File: src/lpf_pkg.sv
// ----------------------------------------------------------------------------
// lpf_pkg
// Types and constants shared by the first-order low-pass filter modules.
// ----------------------------------------------------------------------------
`default_nettype none

package lpf_pkg;

    // Field and register widths.
    localparam int DATA_W    = 32;
    localparam int REG_W     = 12;
    localparam int CFG_IDX_W = 8;
    localparam int CFG_DAT_W = 32;
    localparam int OPND_W    = 33;
    localparam int WIDE_W    = 64;
    localparam int DIVISOR_W = 26;
    localparam int COEF_W    = 27;
    localparam int STEP_W    = 6;

    // Gain scale factor.
    localparam int SCALE = 1000;

    // Register indexes on the configuration port.
    localparam logic [CFG_IDX_W-1:0] REG_TIME_CONSTANT = 8'd0;
    localparam logic [CFG_IDX_W-1:0] REG_SAMPLE_RATE   = 8'd1;

    // Sequencer states.
    typedef enum logic [2:0] {
        S_IDLE,
        S_GAIN,
        S_NUM,
        S_FB,
        S_ACC,
        S_START,
        S_DIV
    } state_t;

    // Divider status seen by the sequencer.
    typedef struct packed {
        logic busy;
        logic done;
    } div_status_t;

endpackage

`default_nettype wire

File: src/lpf_mul.sv
// ----------------------------------------------------------------------------
// lpf_mul
// Shared signed multiplier with a registered 64-bit product.
// ----------------------------------------------------------------------------
`default_nettype none

module lpf_mul (
    input  wire logic                                 clk,
    input  wire logic signed [lpf_pkg::OPND_W-1:0]   a,
    input  wire logic signed [lpf_pkg::OPND_W-1:0]   b,
    output logic signed      [lpf_pkg::WIDE_W-1:0]   product
);

    logic signed [2*lpf_pkg::OPND_W-1:0] prod_full;

    // Full-width signed product; every use here fits in 64 bits.
    assign prod_full = a * b;

    // Product register.
    always_ff @(posedge clk)
    begin
        product <= prod_full[lpf_pkg::WIDE_W-1:0];
    end

endmodule

`default_nettype wire

File: src/lpf_div.sv
// ----------------------------------------------------------------------------
// lpf_div
// Restoring radix-2 unsigned divider, one quotient bit per cycle.
// ----------------------------------------------------------------------------
`default_nettype none

module lpf_div (
    input  wire logic                              clk,
    input  wire logic                              rst_n,
    input  wire logic                              start,
    input  wire logic [lpf_pkg::WIDE_W-1:0]       dividend,
    input  wire logic [lpf_pkg::DIVISOR_W-1:0]    divisor,
    output logic      [lpf_pkg::WIDE_W-1:0]       quotient,
    output lpf_pkg::div_status_t                   status
);

    logic [lpf_pkg::WIDE_W-1:0]    quo_reg, quo_next;
    logic [lpf_pkg::DIVISOR_W-1:0] rem_reg, rem_next;
    logic [lpf_pkg::DIVISOR_W-1:0] dvs_reg, dvs_next;
    logic [lpf_pkg::STEP_W-1:0]    cnt_reg, cnt_next;
    logic                          busy_reg, busy_next;
    logic                          done_reg, done_next;
    logic [lpf_pkg::DIVISOR_W+1:0] trial;

    // Trial subtraction of the divisor from the shifted partial remainder.
    assign trial = {1'b0, rem_reg, quo_reg[lpf_pkg::WIDE_W-1]} - {2'b00, dvs_reg};

    // Next-state logic for one division step.
    always_comb
    begin
        quo_next  = quo_reg;
        rem_next  = rem_reg;
        dvs_next  = dvs_reg;
        cnt_next  = cnt_reg;
        busy_next = busy_reg;
        done_next = done_reg;
        if (start)
        begin
            quo_next  = dividend;
            rem_next  = '0;
            dvs_next  = divisor;
            cnt_next  = '0;
            busy_next = 1'b1;
            done_next = 1'b0;
        end
        else if (busy_reg)
        begin
            if (!trial[lpf_pkg::DIVISOR_W+1])
            begin
                rem_next = trial[lpf_pkg::DIVISOR_W-1:0];
                quo_next = {quo_reg[lpf_pkg::WIDE_W-2:0], 1'b1};
            end
            else
            begin
                rem_next = {rem_reg[lpf_pkg::DIVISOR_W-2:0], quo_reg[lpf_pkg::WIDE_W-1]};
                quo_next = {quo_reg[lpf_pkg::WIDE_W-2:0], 1'b0};
            end
            cnt_next = cnt_reg + 1'b1;
            if (cnt_reg == '1)
            begin
                busy_next = 1'b0;
                done_next = 1'b1;
            end
        end
    end

    // Control registers.
    always_ff @(posedge clk or negedge rst_n)
    begin
        if (!rst_n)
        begin
            cnt_reg  <= '0;
            busy_reg <= 1'b0;
            done_reg <= 1'b0;
        end
        else
        begin
            cnt_reg  <= cnt_next;
            busy_reg <= busy_next;
            done_reg <= done_next;
        end
    end

    // Datapath registers.
    always_ff @(posedge clk)
    begin
        quo_reg <= quo_next;
        rem_reg <= rem_next;
        dvs_reg <= dvs_next;
    end

    assign quotient    = quo_reg;
    assign status.busy = busy_reg;
    assign status.done = done_reg;

endmodule

`default_nettype wire

File: src/first_order_lowpass_filter.sv
// An accepted sample steps through GAIN, NUM, FB, ACC, START and DIV to the output register.
// in_ready is high only in IDLE, so no new sample is taken until the 64-step radix-2 divider is done.
// A finished item waits in the output register while the next sample is taken.
// Reset: time_constant 0, sample_rate 1, both history registers zero, no item held.
// Configuration writes are taken in any cycle; a write to a real register clears the filter history.
// ----------------------------------------------------------------------------
// first_order_lowpass_filter
// Bilinear first-order low-pass filter with a shared multiplier and divider.
// ----------------------------------------------------------------------------
`default_nettype none

module first_order_lowpass_filter (
    input  wire logic                                   clk,
    input  wire logic                                   rst_n,
    input  wire logic                                   cfg_valid,
    output logic                                        cfg_ready,
    input  wire logic        [lpf_pkg::CFG_IDX_W-1:0]  cfg_index,
    input  wire logic        [lpf_pkg::CFG_DAT_W-1:0]  cfg_data,
    input  wire logic                                   in_valid,
    output logic                                        in_ready,
    input  wire logic signed [lpf_pkg::DATA_W-1:0]     sample,
    output logic                                        out_valid,
    input  wire logic                                   out_ready,
    output logic signed      [lpf_pkg::DATA_W-1:0]     filtered
);

    localparam int DW = lpf_pkg::DATA_W;
    localparam int OW = lpf_pkg::OPND_W;
    localparam int WW = lpf_pkg::WIDE_W;

    lpf_pkg::state_t state_reg, state_next;

    logic        [lpf_pkg::REG_W-1:0]     tc_reg, tc_next;
    logic        [lpf_pkg::REG_W-1:0]     sr_reg, sr_next;
    logic signed [DW-1:0]                 xp_reg, xp_next;
    logic signed [DW-1:0]                 yp_reg, yp_next;
    logic signed [DW-1:0]                 x_reg, x_next;
    logic        [lpf_pkg::DIVISOR_W-1:0] dvs_reg, dvs_next;
    logic signed [lpf_pkg::COEF_W-1:0]    coef_reg, coef_next;
    logic signed [WW-1:0]                 acc_reg, acc_next;
    logic                                 neg_reg, neg_next;
    logic signed [DW-1:0]                 out_reg, out_next;
    logic                                 out_valid_reg, out_valid_next;

    logic signed [OW-1:0]          mul_a, mul_b;
    logic signed [WW-1:0]          mul_p;
    logic                          div_start;
    logic        [WW-1:0]          div_dividend;
    logic        [WW-1:0]          div_quo;
    lpf_pkg::div_status_t          div_status;
    logic signed [DW-1:0]          y_sat;
    logic                          sat_hi, sat_lo;

    // Shared multiplier.
    lpf_mul u_mul (
        .clk     (clk),
        .a       (mul_a),
        .b       (mul_b),
        .product (mul_p)
    );

    // Magnitude of the numerator goes to the divider; the sign is applied after.
    assign div_dividend = acc_reg[WW-1] ? WW'(-acc_reg) : WW'(acc_reg);

    // Shared divider.
    lpf_div u_div (
        .clk      (clk),
        .rst_n    (rst_n),
        .start    (div_start),
        .dividend (div_dividend),
        .divisor  (dvs_reg),
        .quotient (div_quo),
        .status   (div_status)
    );

    // Apply the sign and saturate the quotient to 32 bits.
    always_comb
    begin
        sat_hi = !neg_reg && (|div_quo[WW-1:DW-1]);
        sat_lo = neg_reg && ((|div_quo[WW-1:DW]) ||
                             (div_quo[DW-1] && (|div_quo[DW-2:0])));
        if (sat_hi)
            y_sat = {1'b0, {(DW-1){1'b1}}};
        else if (sat_lo)
            y_sat = {1'b1, {(DW-1){1'b0}}};
        else if (neg_reg)
            y_sat = -$signed(div_quo[DW-1:0]);
        else
            y_sat = $signed(div_quo[DW-1:0]);
    end

    // Sequencer: next state, operand selection and register updates.
    always_comb
    begin
        state_next     = state_reg;
        tc_next        = tc_reg;
        sr_next        = sr_reg;
        xp_next        = xp_reg;
        yp_next        = yp_reg;
        x_next         = x_reg;
        dvs_next       = dvs_reg;
        coef_next      = coef_reg;
        acc_next       = acc_reg;
        neg_next       = neg_reg;
        out_next       = out_reg;
        out_valid_next = out_valid_reg;
        mul_a          = '0;
        mul_b          = '0;
        div_start      = 1'b0;

        // The output register empties when its item is taken.
        if (out_valid_reg && out_ready)
            out_valid_next = 1'b0;

        case (state_reg)
            lpf_pkg::S_IDLE:
            begin
                if (in_valid)
                begin
                    x_next     = sample;
                    state_next = lpf_pkg::S_GAIN;
                end
            end
            lpf_pkg::S_GAIN:
            begin
                // time_constant * sample_rate
                mul_a      = OW'(tc_reg);
                mul_b      = OW'(sr_reg);
                state_next = lpf_pkg::S_NUM;
            end
            lpf_pkg::S_NUM:
            begin
                // Divisor and feedback coefficient from gain = 2 * tc * sr.
                dvs_next  = lpf_pkg::DIVISOR_W'(lpf_pkg::SCALE) +
                            {mul_p[lpf_pkg::DIVISOR_W-2:0], 1'b0};
                coef_next = lpf_pkg::COEF_W'(lpf_pkg::SCALE) -
                            $signed({1'b0, mul_p[lpf_pkg::DIVISOR_W-2:0], 1'b0});
                // 1000 * (x + last_sample)
                mul_a      = OW'(x_reg) + OW'(xp_reg);
                mul_b      = OW'(lpf_pkg::SCALE);
                state_next = lpf_pkg::S_FB;
            end
            lpf_pkg::S_FB:
            begin
                acc_next = mul_p;
                // (1000 - gain) * last_filtered
                mul_a      = OW'(coef_reg);
                mul_b      = OW'(yp_reg);
                state_next = lpf_pkg::S_ACC;
            end
            lpf_pkg::S_ACC:
            begin
                acc_next   = acc_reg - mul_p;
                state_next = lpf_pkg::S_START;
            end
            lpf_pkg::S_START:
            begin
                neg_next   = acc_reg[WW-1];
                div_start  = 1'b1;
                state_next = lpf_pkg::S_DIV;
            end
            lpf_pkg::S_DIV:
            begin
                // Deliver once the divider is done and the output register is free.
                if (div_status.done && (!out_valid_reg || out_ready))
                begin
                    out_next       = y_sat;
                    out_valid_next = 1'b1;
                    xp_next        = x_reg;
                    yp_next        = y_sat;
                    state_next     = lpf_pkg::S_IDLE;
                end
            end
            default:
            begin
                state_next = lpf_pkg::S_IDLE;
            end
        endcase

        // Configuration write: update the register and clear the history.
        if (cfg_valid)
        begin
            if (cfg_index == lpf_pkg::REG_TIME_CONSTANT)
            begin
                tc_next = cfg_data[lpf_pkg::REG_W-1:0];
                xp_next = '0;
                yp_next = '0;
            end
            else if (cfg_index == lpf_pkg::REG_SAMPLE_RATE)
            begin
                sr_next = cfg_data[lpf_pkg::REG_W-1:0];
                xp_next = '0;
                yp_next = '0;
            end
        end
    end

    // Control state, configuration and history.
    always_ff @(posedge clk or negedge rst_n)
    begin
        if (!rst_n)
        begin
            state_reg     <= lpf_pkg::S_IDLE;
            tc_reg        <= '0;
            sr_reg        <= lpf_pkg::REG_W'(1);
            xp_reg        <= '0;
            yp_reg        <= '0;
            out_valid_reg <= 1'b0;
        end
        else
        begin
            state_reg     <= state_next;
            tc_reg        <= tc_next;
            sr_reg        <= sr_next;
            xp_reg        <= xp_next;
            yp_reg        <= yp_next;
            out_valid_reg <= out_valid_next;
        end
    end

    // Datapath registers.
    always_ff @(posedge clk)
    begin
        x_reg    <= x_next;
        dvs_reg  <= dvs_next;
        coef_reg <= coef_next;
        acc_reg  <= acc_next;
        neg_reg  <= neg_next;
        out_reg  <= out_next;
    end

    assign cfg_ready = 1'b1;
    assign in_ready  = (state_reg == lpf_pkg::S_IDLE);
    assign out_valid = out_valid_reg;
    assign filtered  = out_reg;

endmodule

`default_nettype wire

File: config.mk
export PLATFORM = sky130hd
export DESIGN_NAME = first_order_lowpass_filter
export DESIGN_NICKNAME = d
export VERILOG_FILES = /design/src/lpf_pkg.sv /design/src/lpf_mul.sv /design/src/lpf_div.sv /design/src/first_order_lowpass_filter.sv
export SDC_FILE = /design/constraint.sdc
export NUM_CORES = 2
export LEC_CHECK = 0
export CELL_PAD_IN_SITES_DETAIL_PLACEMENT = 1
export CELL_PAD_IN_SITES_GLOBAL_PLACEMENT = 1
export CORE_MARGIN = 8
export CORE_UTILIZATION = 50
export CTS_BUF_LIST = sky130_fd_sc_hd__clkbuf_4 sky130_fd_sc_hd__clkbuf_8
export CTS_CLUSTER_SIZE = 16
export DETAILED_ROUTE_END_ITERATION = 10
export DONT_BUFFER_PORTS = 1
export PLACE_DENSITY = 0.77
export RECOVER_POWER = 25
export SLEW_MARGIN = 20
export SYNTH_ARGS = -nofsm -noshare
export SYNTH_HDL_FRONTEND = slang
export SYNTH_SLANG_ARGS = --single-unit
File: constraint.sdc
create_clock -name clk -period 13.91 [get_ports clk]
set_input_delay 0 -clock clk [delete_from_list [all_inputs] [get_ports clk]]
set_output_delay 0 -clock clk [all_outputs]
set_load 0.01 [all_outputs]
==> reports/qor.txt <==
commonest non-fill, non-tap cell in the layout -> inv_1
Placeable Area -> 125,000 um2
fin crit share -> 0.942
Yosys cell types -> 80
Mapped Area -> 63,000 um2
die area -> 138,000 um2
Final GP Congestion -> 0.943
Tmin final -> 13.10 ns
violated checks -> max-capacitance violations, max-slew violations
Clock power frac -> 0.117
chip width -> 371 um
Synth Flop Type -> edfxtp_1
nets -> 8,408
DPL Wire Length -> 167,000 um
area delta synth->final -> 7.09%
die height -> 371 um
crit path DAT -> 13.72 ns
fin. max-slew vios -> 277
DRC -> 0
Post-synth ARST share -> 0.218
Flop pwr share -> 0.216
routed len/inst -> 25.4 um
GRT overflow -> 0
# IOs -> 112
Leakage -> 31.7 nW
ANT nets after route -> 0
CP Launch Type -> flop
Fin. Hold Viols -> 0
VDD IR-drop max -> 0.118 mV
NetSw -> 0.00627 W
Post-synth EDFFs -> 268
first-pass GRT wire length -> 334,000 um
largest net degree at the start of global routing -> 114
Bufs on Longest Clock Path -> 3
routed vias -> 50,215
Worst setup EP type -> flop
P_int -> 0.00546 W
drt total wl -> 218,000 um
DR iter-0 viols -> 3,645
vias per cell -> 5.85
switch share -> 0.535
clk_skew -> 0.0890 ns
number of antenna violations at the first check in global routing -> 11
vias in the first global route -> 55,940
worst path required time -> 14.53 ns
status -> finished, violations left
CP max FO -> 43
CTS root buf -> clkbuf_8
layout cell share with drive strength beyond 1 -> 0.0456
setup ws final -> 0.813 ns
Logic pwr share -> 0.667
Layout Cells excl Fill -> 8,585
Setup Viol. Count Final -> 0
CTS tree -> yes
WHS -> 0.0521 ns
final core utilization -> 0.538
Fmax -> 76.4 MHz
Max-slew headroom -> -3.10
post-cts sizing count -> 0
TNS Setup -> 0 ns
Worst-Skew Late Latency -> 0.77 ns
most frequent cells in the layout -> inv_1 (1,324), fa_1 (1,128), nand2_1 (971)
htree depth -> 3
drt pass-1 iters -> 5
worst slew pin tran -> 6.15 ns
GRT Resource Usage Total -> 0.319
clock sink count -> 458
syn avg cell area -> 9.14 um2
pwr dens -> 174 nW/um2
flip-flop and latch count after synthesis -> 458
Post-Place Worst Slack -> 1.86 ns
Clock transition at path regs -> 0.07 ns
FP Rows -> 130
sequential fraction of the synthesis area -> 0.196
starting density of the core -> 0.502
RSZ-0062 raised after global routing -> no
number of instances in the placed design -> 8,338
Port-buffer cells -> 0
Synth Warn # -> 0
worst hold path type -> in2reg
max-cap viol count -> 4
r2r setup slk -> 0.81 ns
CTS Buf Count -> 77
WS Path Type -> reg2reg
Cells after Synth -> 6,893
hold_buf cts -> 95
post-CTS setup buffer count -> 0
synthesized netlist by cell type, drive strengths merged, types with 89 or more instances:
master	count	area, um2
a21o	94	706
ha	339	4240
inv	1326	4980
nor3	89	445
nor2	582	2180
dfxtp	90	1800
fa	1128	22600
a21oi	248	1240
clkbuf	296	1110
dfrtp	99	2480
xor2	127	1110
nand2	973	3650
xnor2	165	1450
o21ai	321	1610
edfxtp	268	8050
power groups by stage:
stage / Clock [W] / Sequential, W / Combinational [W]
2_1_floorplan: 0 / 0.00235 / 0.00515
3_3_place_gp: 0 / 0.00252 / 0.00731
3_5_place_dp: 0 / 0.00255 / 0.00760
4_1_cts: 0.00138 / 0.00252 / 0.00771
5_1_grt: 0.00145 / 0.00258 / 0.00853
6_report: 0.00137 / 0.00253 / 0.00782
area by class of cell:
class                   count  area (um2)
diodes                      6        15.0
clock buffers              99        1260
clock inverters            45         409
fillers                 14384       57900
inverters                1329        4990
multi-input cells        4809       44700
flip-flops and latches    458       12400
well taps                1650        2060
repair buffers            189        1660
critical path, cell delays in order, from the launching register on:
cell	delay, ns
dfrtp_2	0.38
clkbuf_1	2.35
nor2_1	0.77
nand2_1	0.96
nor2_1	0.15
fa_1	0.57
inv_1	0.06
fa_1	0.53
inv_1	0.05
fa_1	0.49
fa_1	0.55
inv_1	0.05
fa_1	0.49
fa_1	0.54
inv_1	0.05
fa_1	0.49
fa_1	0.45
ha_1	0.37
a21o_1	0.18
a21o_1	0.16
a21oi_1	0.13
o21ai_0	0.23
a21oi_1	0.98
o31ai_1	0.35
a31oi_1	0.84
o31ai_1	0.29
nor4b_1	0.35
a211o_1	0.14
cells by family after synthesis:
kind of cell | after synthesis | synth area share
XOR/XNOR | 292 | 0.0406
other | 2 | 0.000119
buffers and inverters | 1645 | 0.0981
adder cells (fa/ha/maj) | 1467 | 0.426
multiplexers | 48 | 0.00832
AO/OA/AOI/OAI | 970 | 0.0946
flip-flops | 458 | 0.196
AND/OR/NAND/NOR | 2011 | 0.137
per-layer routing:
metal,track usage,wire length (um)
met5,0,14
met4,0.164,13200
met3,0.0589,15500
met2,0.544,107000
met1,0.385,82600
metrics by stage:
step / cell area, um2 / power (W)
2_1_floorplan: 63100 / 0.00750
4_1_cts: 67500 / 0.0116
6_report: 67500 / 0.0117
3_5_place_dp: 64800 / 0.0101
5_1_grt: 67500 / 0.0126
3_3_place_gp: 64800 / 0.00984
path summary, 6_finish.rpt:
path,cells after the start,end,start
min in group asynchronous,3,sr_reg[0],rst_n
setup reg to reg,27,u_mul.product[62],state_reg[2]
hold / removal,2,tc_reg[11],cfg_data[11]
setup / recovery,27,u_mul.product[62],state_reg[2]
hold reg to reg,0,u_div.dvs_reg[9],dvs_reg[9]
max in group asynchronous,4,state_reg[2],rst_n
No activity file was read; power rests on OpenSTA's default activity.
